--- src/hw/rtl/kmwm_pkg.sv ---
`timescale 1ns / 1ps

package kmwm_pkg;

   localparam int MAX_SIDE_DEFAULT = 64;

   localparam int MODE_W       = 2;
   localparam int CELL_FIELD_W = 12;
   localparam int WALLS_W      = 4;
   localparam int STATUS_W     = 2;
   localparam int CSR_INDEX_W  = 1;
   localparam int CSR_DATA_W   = 7;

   localparam logic [WALLS_W-1:0] WALL_RIGHT = 4'h1;
   localparam logic [WALLS_W-1:0] WALL_LEFT  = 4'h2;
   localparam logic [WALLS_W-1:0] WALL_DOWN  = 4'h4;
   localparam logic [WALLS_W-1:0] WALL_UP    = 4'h8;
   localparam logic [WALLS_W-1:0] WALL_ALL   = 4'hf;

   localparam logic [CSR_INDEX_W-1:0] CSR_GRID_WIDTH  = 1'b0;
   localparam logic [CSR_INDEX_W-1:0] CSR_GRID_HEIGHT = 1'b1;

   typedef enum logic [MODE_W-1:0] {
      MODE_START,
      MODE_OFFER,
      MODE_READ,
      MODE_NONE
   } mode_type;

   typedef enum logic [STATUS_W-1:0] {
      STATUS_OK,
      STATUS_EDGE,
      STATUS_OUTSIDE
   } status_code_type;

   typedef enum logic [2:0] {
      RES_ZERO,
      RES_OUTSIDE,
      RES_EDGE,
      RES_WALLS,
      RES_REMOVED
   } result_type;

   typedef enum logic [3:0] {
      ST_IDLE,
      ST_DECODE,
      ST_CLEAR,
      ST_DIVIDE,
      ST_READ_WAIT,
      ST_LOOKUP,
      ST_COMPARE,
      ST_SCAN,
      ST_WALL_CELL,
      ST_WALL_OTHER,
      ST_FINISH
   } state_type;

   typedef struct packed {
      logic       take;
      logic       clear_start;
      logic       clear_step;
      logic       div_start;
      logic       div_step;
      logic       cap_cell;
      logic       cap_drop;
      logic       scan_start;
      logic       scan_step;
      logic       wall_cell_wr;
      logic       wall_other_wr;
      logic       load_rsp;
      result_type res;
   } cmd_type;

   typedef struct packed {
      mode_type mode;
      logic     outside;
      logic     clear_done;
      logic     div_done;
      logic     at_edge;
      logic     same;
      logic     scan_done;
      logic     rsp_free;
   } dp_status_type;

endpackage

--- src/hw/rtl/kmwm_ctrl.sv ---
`timescale 1ns / 1ps

module kmwm_ctrl (
   input  logic                    clock,
   input  logic                    reset,
   input  logic                    req_valid,
   output logic                    req_ready,
   input  kmwm_pkg::dp_status_type stat,
   output kmwm_pkg::cmd_type       cmd
);
   import kmwm_pkg::*;

   state_type  state_ff, state_in;
   result_type res_ff, res_in;

   always_ff @(posedge clock) begin
      if (reset) begin
         state_ff <= ST_IDLE;
         res_ff   <= RES_ZERO;
      end else begin
         state_ff <= state_in;
         res_ff   <= res_in;
      end
   end

   always_comb begin
      state_in  = state_ff;
      res_in    = res_ff;
      cmd       = '0;
      req_ready = 1'b0;
      case (state_ff)
         ST_IDLE: begin
            req_ready = 1'b1;
            if (req_valid) begin
               cmd.take = 1'b1;
               state_in = ST_DECODE;
            end
         end
         ST_DECODE: begin
            if (stat.mode == MODE_START) begin
               cmd.clear_start = 1'b1;
               state_in        = ST_CLEAR;
            end else if (stat.mode == MODE_NONE) begin
               res_in   = RES_ZERO;
               state_in = ST_FINISH;
            end else if (stat.outside) begin
               res_in   = RES_OUTSIDE;
               state_in = ST_FINISH;
            end else if (stat.mode == MODE_READ) begin
               state_in = ST_READ_WAIT;
            end else begin
               cmd.div_start = 1'b1;
               state_in      = ST_DIVIDE;
            end
         end
         ST_CLEAR: begin
            if (stat.clear_done) begin
               res_in   = RES_ZERO;
               state_in = ST_FINISH;
            end else begin
               cmd.clear_step = 1'b1;
            end
         end
         ST_READ_WAIT: begin
            cmd.cap_cell = 1'b1;
            res_in       = RES_WALLS;
            state_in     = ST_FINISH;
         end
         ST_DIVIDE: begin
            if (stat.div_done) begin
               state_in = ST_LOOKUP;
            end else begin
               cmd.div_step = 1'b1;
            end
         end
         ST_LOOKUP: begin
            cmd.cap_cell = 1'b1;
            if (stat.at_edge) begin
               res_in   = RES_EDGE;
               state_in = ST_FINISH;
            end else begin
               state_in = ST_COMPARE;
            end
         end
         ST_COMPARE: begin
            cmd.cap_drop = 1'b1;
            if (stat.same) begin
               res_in   = RES_WALLS;
               state_in = ST_FINISH;
            end else begin
               cmd.scan_start = 1'b1;
               state_in       = ST_SCAN;
            end
         end
         ST_SCAN: begin
            if (stat.scan_done) begin
               state_in = ST_WALL_CELL;
            end else begin
               cmd.scan_step = 1'b1;
            end
         end
         ST_WALL_CELL: begin
            cmd.wall_cell_wr = 1'b1;
            state_in         = ST_WALL_OTHER;
         end
         ST_WALL_OTHER: begin
            cmd.wall_other_wr = 1'b1;
            res_in            = RES_REMOVED;
            state_in          = ST_FINISH;
         end
         ST_FINISH: begin
            cmd.res = res_ff;
            if (stat.rsp_free) begin
               cmd.load_rsp = 1'b1;
               state_in     = ST_IDLE;
            end
         end
         default: begin
            state_in = ST_IDLE;
         end
      endcase
   end

endmodule

--- config.mk ---
export PLATFORM = sky130hd
export DESIGN_NAME = kmwm_ctrl
export DESIGN_NICKNAME = d
export VERILOG_FILES = /design/src/hw/rtl/kmwm_pkg.sv /design/src/hw/rtl/kmwm_ctrl.sv
export SDC_FILE = /design/constraint.sdc
export NUM_CORES = 1
export LEC_CHECK = 0
export BUFFER_PORTS_ARGS = -buffer_cell sky130_fd_sc_hd__buf_2
export CAP_MARGIN = 10
export CORE_UTILIZATION = 48
export DETAILED_ROUTE_END_ITERATION = 16
export MAX_ROUTING_LAYER = met4
export PLACE_DENSITY = 0.89
export RECOVER_POWER = 50
export SLEW_MARGIN = 20
export SYNTH_ARGS = -nofsm -noshare
export SYNTH_HDL_FRONTEND = slang
export SYNTH_SLANG_ARGS = --single-unit
--- constraint.sdc ---
create_clock -name clock -period 1.9 [get_ports clock]
set_input_delay 0.19 -clock clock [delete_from_list [all_inputs] [get_ports clock]]
set_output_delay 0.19 -clock clock [all_outputs]
set_load 0.01 [all_outputs]
== Word level (Yosys, flattened, before mapping) ==
Cells that the tools add are included.
Word-level totals
  input port bits: 12
  register bits after elaboration: 7
  output and inout port bits: 16
Cells by class
  eq/ne operators: 21
  mux-type cells: 42
  reductions and logical operators: 7
Operator list (count)
  4-bit 2-to-1 mux: 11
  4-bit case mux with 10 select lines: 1
  1-bit 2-to-1 mux: 21
  3-bit 2-to-1 mux: 7
  3-bit case mux with 6 select lines: 1
  4-bit by 3-bit == test with 1-bit output, second input constant: 4
  2-bit != test, second input constant: 8
  4-bit == test, second input constant: 3
  4-bit by 2-bit == test with 1-bit output, second input constant: 2
  6-bit AND reduction: 1
  6-bit nonzero test: 1
  5-bit AND reduction: 1
  2-bit == test, second input constant: 2
  4-bit by 1-bit == test with 1-bit output, second input constant: 1
  4-bit logical NOT: 1
  2-bit OR reduction: 2
  3-bit != test, second input constant: 1
  2-bit logical NOT: 1
  2-bit 2-to-1 mux: 1

== Logic depth before layout (Yosys ltp) ==
  depth in word-level cells: 6
  gate-level depth with buffers: 7
  mapped depth without buffers: 5

== Worst setup path after synthesis ==
Ideal clock, no wire load.
  kind: register to output
  start: register state_ff[1]
  end: output cmd[14] (netlist name)
  data arrival time: 1.422 ns
  slack: 0.288 ns
  data required time: 1.710 ns
  cell stages (with the launch flop): 6
  path buffers: 2
  cell sequence: dfxtp_1 -> buf_4 -> buf_2 -> or2_2 -> nor3_1 -> and2_1
RTL lines
  start, declared: line kmwm_ctrl.sv:13  | state_type state_ff, state_in;
  start signal, assigned: line kmwm_ctrl.sv:21  | state_ff <= state_in;
  end, declared: line kmwm_ctrl.sv:9  | output kmwm_pkg::cmd_type cmd

== Final worst setup path ==
  start: register state_ff[1]
  end: register state_ff[2]
On the way
  word-level cells in the longest chain between the ends: 3
  elaborated cells between the ends (all ways): 19
Ends and longest elaborated chain
  4-bit == test (tied with other cells): line kmwm_ctrl.sv:31  | case (state_ff)
  2-bit OR reduction (no line) or 2-bit != test (tied branches)
  4-bit case mux with 10 select lines or 5-bit AND reduction (tied branches)
Parallel ways exist; a longest one is shown, timed or not.
A chain may end at the register's enable or synchronous reset.

==> results.rst <==
.. list-table::
   :header-rows: 1

   * - Metric
     - Value
   * - Max-slew violation total from the final report
     - 0
   * - RSZ-0062 raised after global routing
     - false
   * - Wire length of the first global-routing pass
     - 3415 um
   * - Placeable core region
     - 0.001383 mm^2
   * - Number of nets in the finished design
     - ~150
   * - DR WL/cell
     - 14.27 um
   * - Warnings, synthesis
     - 0
   * - Clk Latency, worst-skew pair
     - 0.27 ns
   * - Detailed placement HPWL
     - 1534 um
   * - Overall track demand over capacity in global routing
     - 0.2674
   * - Remaining antenna violation count after routing
     - 0
   * - Initial antenna violation count
     - 0
   * - Critical Setup Path Class
     - reg2reg
   * - Total grt overflow
     - 0
   * - GPL Wtd Cong
     - just over 0.9
   * - Worst-Margin Slew
     - a little under 0.5 ns
   * - Number of endpoints failing setup at the final stage
     - 0
   * - Cell area after synthesis
     - between 700 and 800 um^2
   * - Cell area after placement
     - 897.1 um^2
   * - Number of buffers on the longest clock path
     - 2
   * - Total Die Area
     - about 0.0017 mm^2
   * - Top fanout value on the critical path
     - 11
   * - Vias in the first global route
     - 799
   * - Period minus WS final
     - 1.773 ns
   * - Inserted Clock Buffers
     - 3
   * - Count of boundary I/O pins
     - 28
   * - Antenna diode instance count
     - 0
   * - Pin count of the biggest net entering global routing
     - 21
   * - Cell area after layout
     - 935.9 um^2
   * - Worst EP arrival
     - between 1.5 and 2 ns
   * - Utilization after layout
     - 0.6769
   * - Worst rel slew slack
     - 0.6684
   * - Post-synthesis instance total
     - 103
   * - Effective utilization at floorplan
     - 0.5412
   * - Final Skew
     - 0.003816 ns
   * - Number of max-cap violations
     - 0
   * - Die extent in y
     - 41.48 um
   * - Vias post-DR
     - 900
   * - Achievable frequency
     - 563.9 MHz
   * - Required time at the endpoint of the critical path
     - 2.09 ns
   * - Element type at the critical path end
     - flop
   * - Aggregate negative setup slack
     - 0 ns
   * - Post-synthesis area per instance
     - 7.264 um^2
   * - TritonCTS clock tree
     - done
   * - Via density per instance
     - 6.122
   * - Pre-Repair DR Iteration Count
     - 4
   * - Status
     - finished clean
   * - Clock root cell
     - clkbuf_4
   * - Proportion of netlist area held by the largest area contributor
     - 0.1873
   * - H-tree depth reported by CTS
     - 1
   * - Number of remaining DRC errors
     - 0
   * - Crit path launch type
     - flop
   * - Power per standard cell area
     - between 1000 and 1500 mW/mm^2
   * - Crit share post-route
     - 0.9333
   * - Area contributors post-synth
     - dfxtp_1 (19%), nor2_1 (7.0%), a21oi_1 (5.4%)
   * - Unique masters post-synth
     - 39
   * - Layout Area Growth over Synthesis
     - 25.08%
   * - Portion of the post-synthesis area used by sequential elements
     - 0.1873
   * - Sinks on Clock Net
     - 7
   * - Synthesized netlist net count
     - 115
   * - Number of port buffers
     - 27
   * - Synth area leader
     - dfxtp_1
   * - Count of state elements after synthesis
     - 7
   * - Worst vdd ir
     - 730.4 uV
   * - Final Hold Viols
     - 0
   * - Static leakage
     - 0.4100 nW
   * - Share of layout cells above drive strength 1
     - 0.3939
   * - Hold crit path type
     - in2reg
   * - DIE WIDTH
     - around 41 um
   * - Number of core rows
     - 13
   * - Initial detailed-routing violation count
     - 31
   * - Detailed Route WL
     - 2098 um
   * - Reg clk slew, reported paths
     - 0.06 ns
timing repair:
action                     4_1_cts  5_1_grt
resized for setup                3        5
gates cloned                     0        0
buffers inserted                 0        0
hold buffers                     0        0
setup endpoints to repair        5        7
pin swaps                        0        0
sequential cells by signal, indices dropped and copies added, names as in the netlist:
register / flops
state_ff: 4
res_ff: 3
synth_stat cells:
library cell,instances
nor2_1,14
a21oi_1,8
dfxtp_1,7
nor3_1,7
o21ai_0,7
and2_1,5
buf_2,4
nand3b_1,4
inv_1,3
nand2_1,3
or3b_2,3
a21o_1,2
a21oi_2,2
a31oi_1,2
buf_4,2
buf_6,2
clkbuf_1,2
nand2b_1,2
nand2b_4,2
nor2b_1,2
nor4b_1,2
a2111oi_1,1
a211o_1,1
a311oi_1,1
and3_1,1
maj3_1,1
mux2_2,1
nand3_1,1
nand4bb_1,1
nor3_2,1
nor4_1,1
nor4bb_1,1
o21ai_1,1
o22ai_2,1
o32ai_1,1
or2_2,1
or3_1,1
or4b_1,1
xnor2_1,1
cell type report:
class	instances	area (um^2)
clock buffer	3	22.52
clock inverter	1	5.005
fill	109	446.7
inverter	3	11.26
multi-input combinational	83	546.8
sequential	7	147.6
tap	15	18.77
timing repair buffer	35	183.9
worst max-delay path, stage by stage (launching register included):
cell      delay (ns)
dfxtp_2         0.38
clkbuf_2        0.18
or3b_2          0.49
a21oi_2         0.30
a21o_1          0.15
a21oi_1         0.07
nor2_1          0.12
stage by stage:
step,hold WS (ns),power [mW],setup WS (ns),instances
after floorplan,0.2591,0.8140,0.2880,103
after CTS,0.1670,1.148,0.01742,147
after detailed placement,0.4588,0.9886,0.06688,143
after global routing,0.1741,1.247,0.04864,147
after global placement,0.4488,0.9585,0.1080,143
final,0.1840,1.155,0.1268,147
kinds of logic (layout without fill, tap and decap cells):
logic type | Yosys count | in the layout | synth area share
DFF | 7 | 7 | 0.1873
xor gates and xnor gates | 1 | 1 | 0.01171
and+or+nand+nor | 53 | 53 | 0.4381
muxes | 1 | 1 | 0.01505
buffers and inverters | 13 | 42 | 0.1020
adders and majority gates | 1 | 1 | 0.01338
AOI/OAI and AO/OA | 27 | 27 | 0.2324
per-layer routing:
layer	routed length, um	GRT usage	vias to the layer above
met5	0	-	-
met4	74	0.1935	0
met3	181	0.06522	8
met2	1018	0.4156	50
met1	824	0.2957	414
li1	-	-	428
placed cells by master (no fill, tap or decap), types with 2 or more instances in the layout:
cell,n
a21o_1,2
a21oi_1,8
a21oi_2,2
a31oi_1,2
and2_1,4
buf_2,23
buf_4,6
clkbuf_1,5
clkbuf_4,3
dfxtp_1,3
dfxtp_2,3
inv_1,3
nand2_1,3
nand2b_1,2
nand2b_4,2
nand3b_1,4
nor2_1,13
nor2b_1,2
nor3_1,7
o21ai_0,7
or3b_2,3
power breakdown:
group          internal (mW)  leakage [nW]  switching (mW)
Combinational          0.324         0.333           0.349
Sequential             0.204        0.0590           0.135
Clock                 0.0775        0.0177          0.0665
Total                  0.605         0.410           0.550
final timing paths:
path / endpoint / cells past startpoint / from / slack, ns
worst min register to register: res_ff[1]$_SDFFE_PP0P_ / 2 / res_ff[1]$_SDFFE_PP0P_ / 0.47
worst max-delay path: state_ff[2]$_SDFFE_PP0P_ / 6 / state_ff[1]$_SDFFE_PP0P_ / 0.13
worst max register to register: state_ff[2]$_SDFFE_PP0P_ / 6 / state_ff[1]$_SDFFE_PP0P_ / 0.13
worst min-delay path: res_ff[1]$_SDFFE_PP0P_ / 2 / reset / 0.18
(Power assumes the default switching activity.)
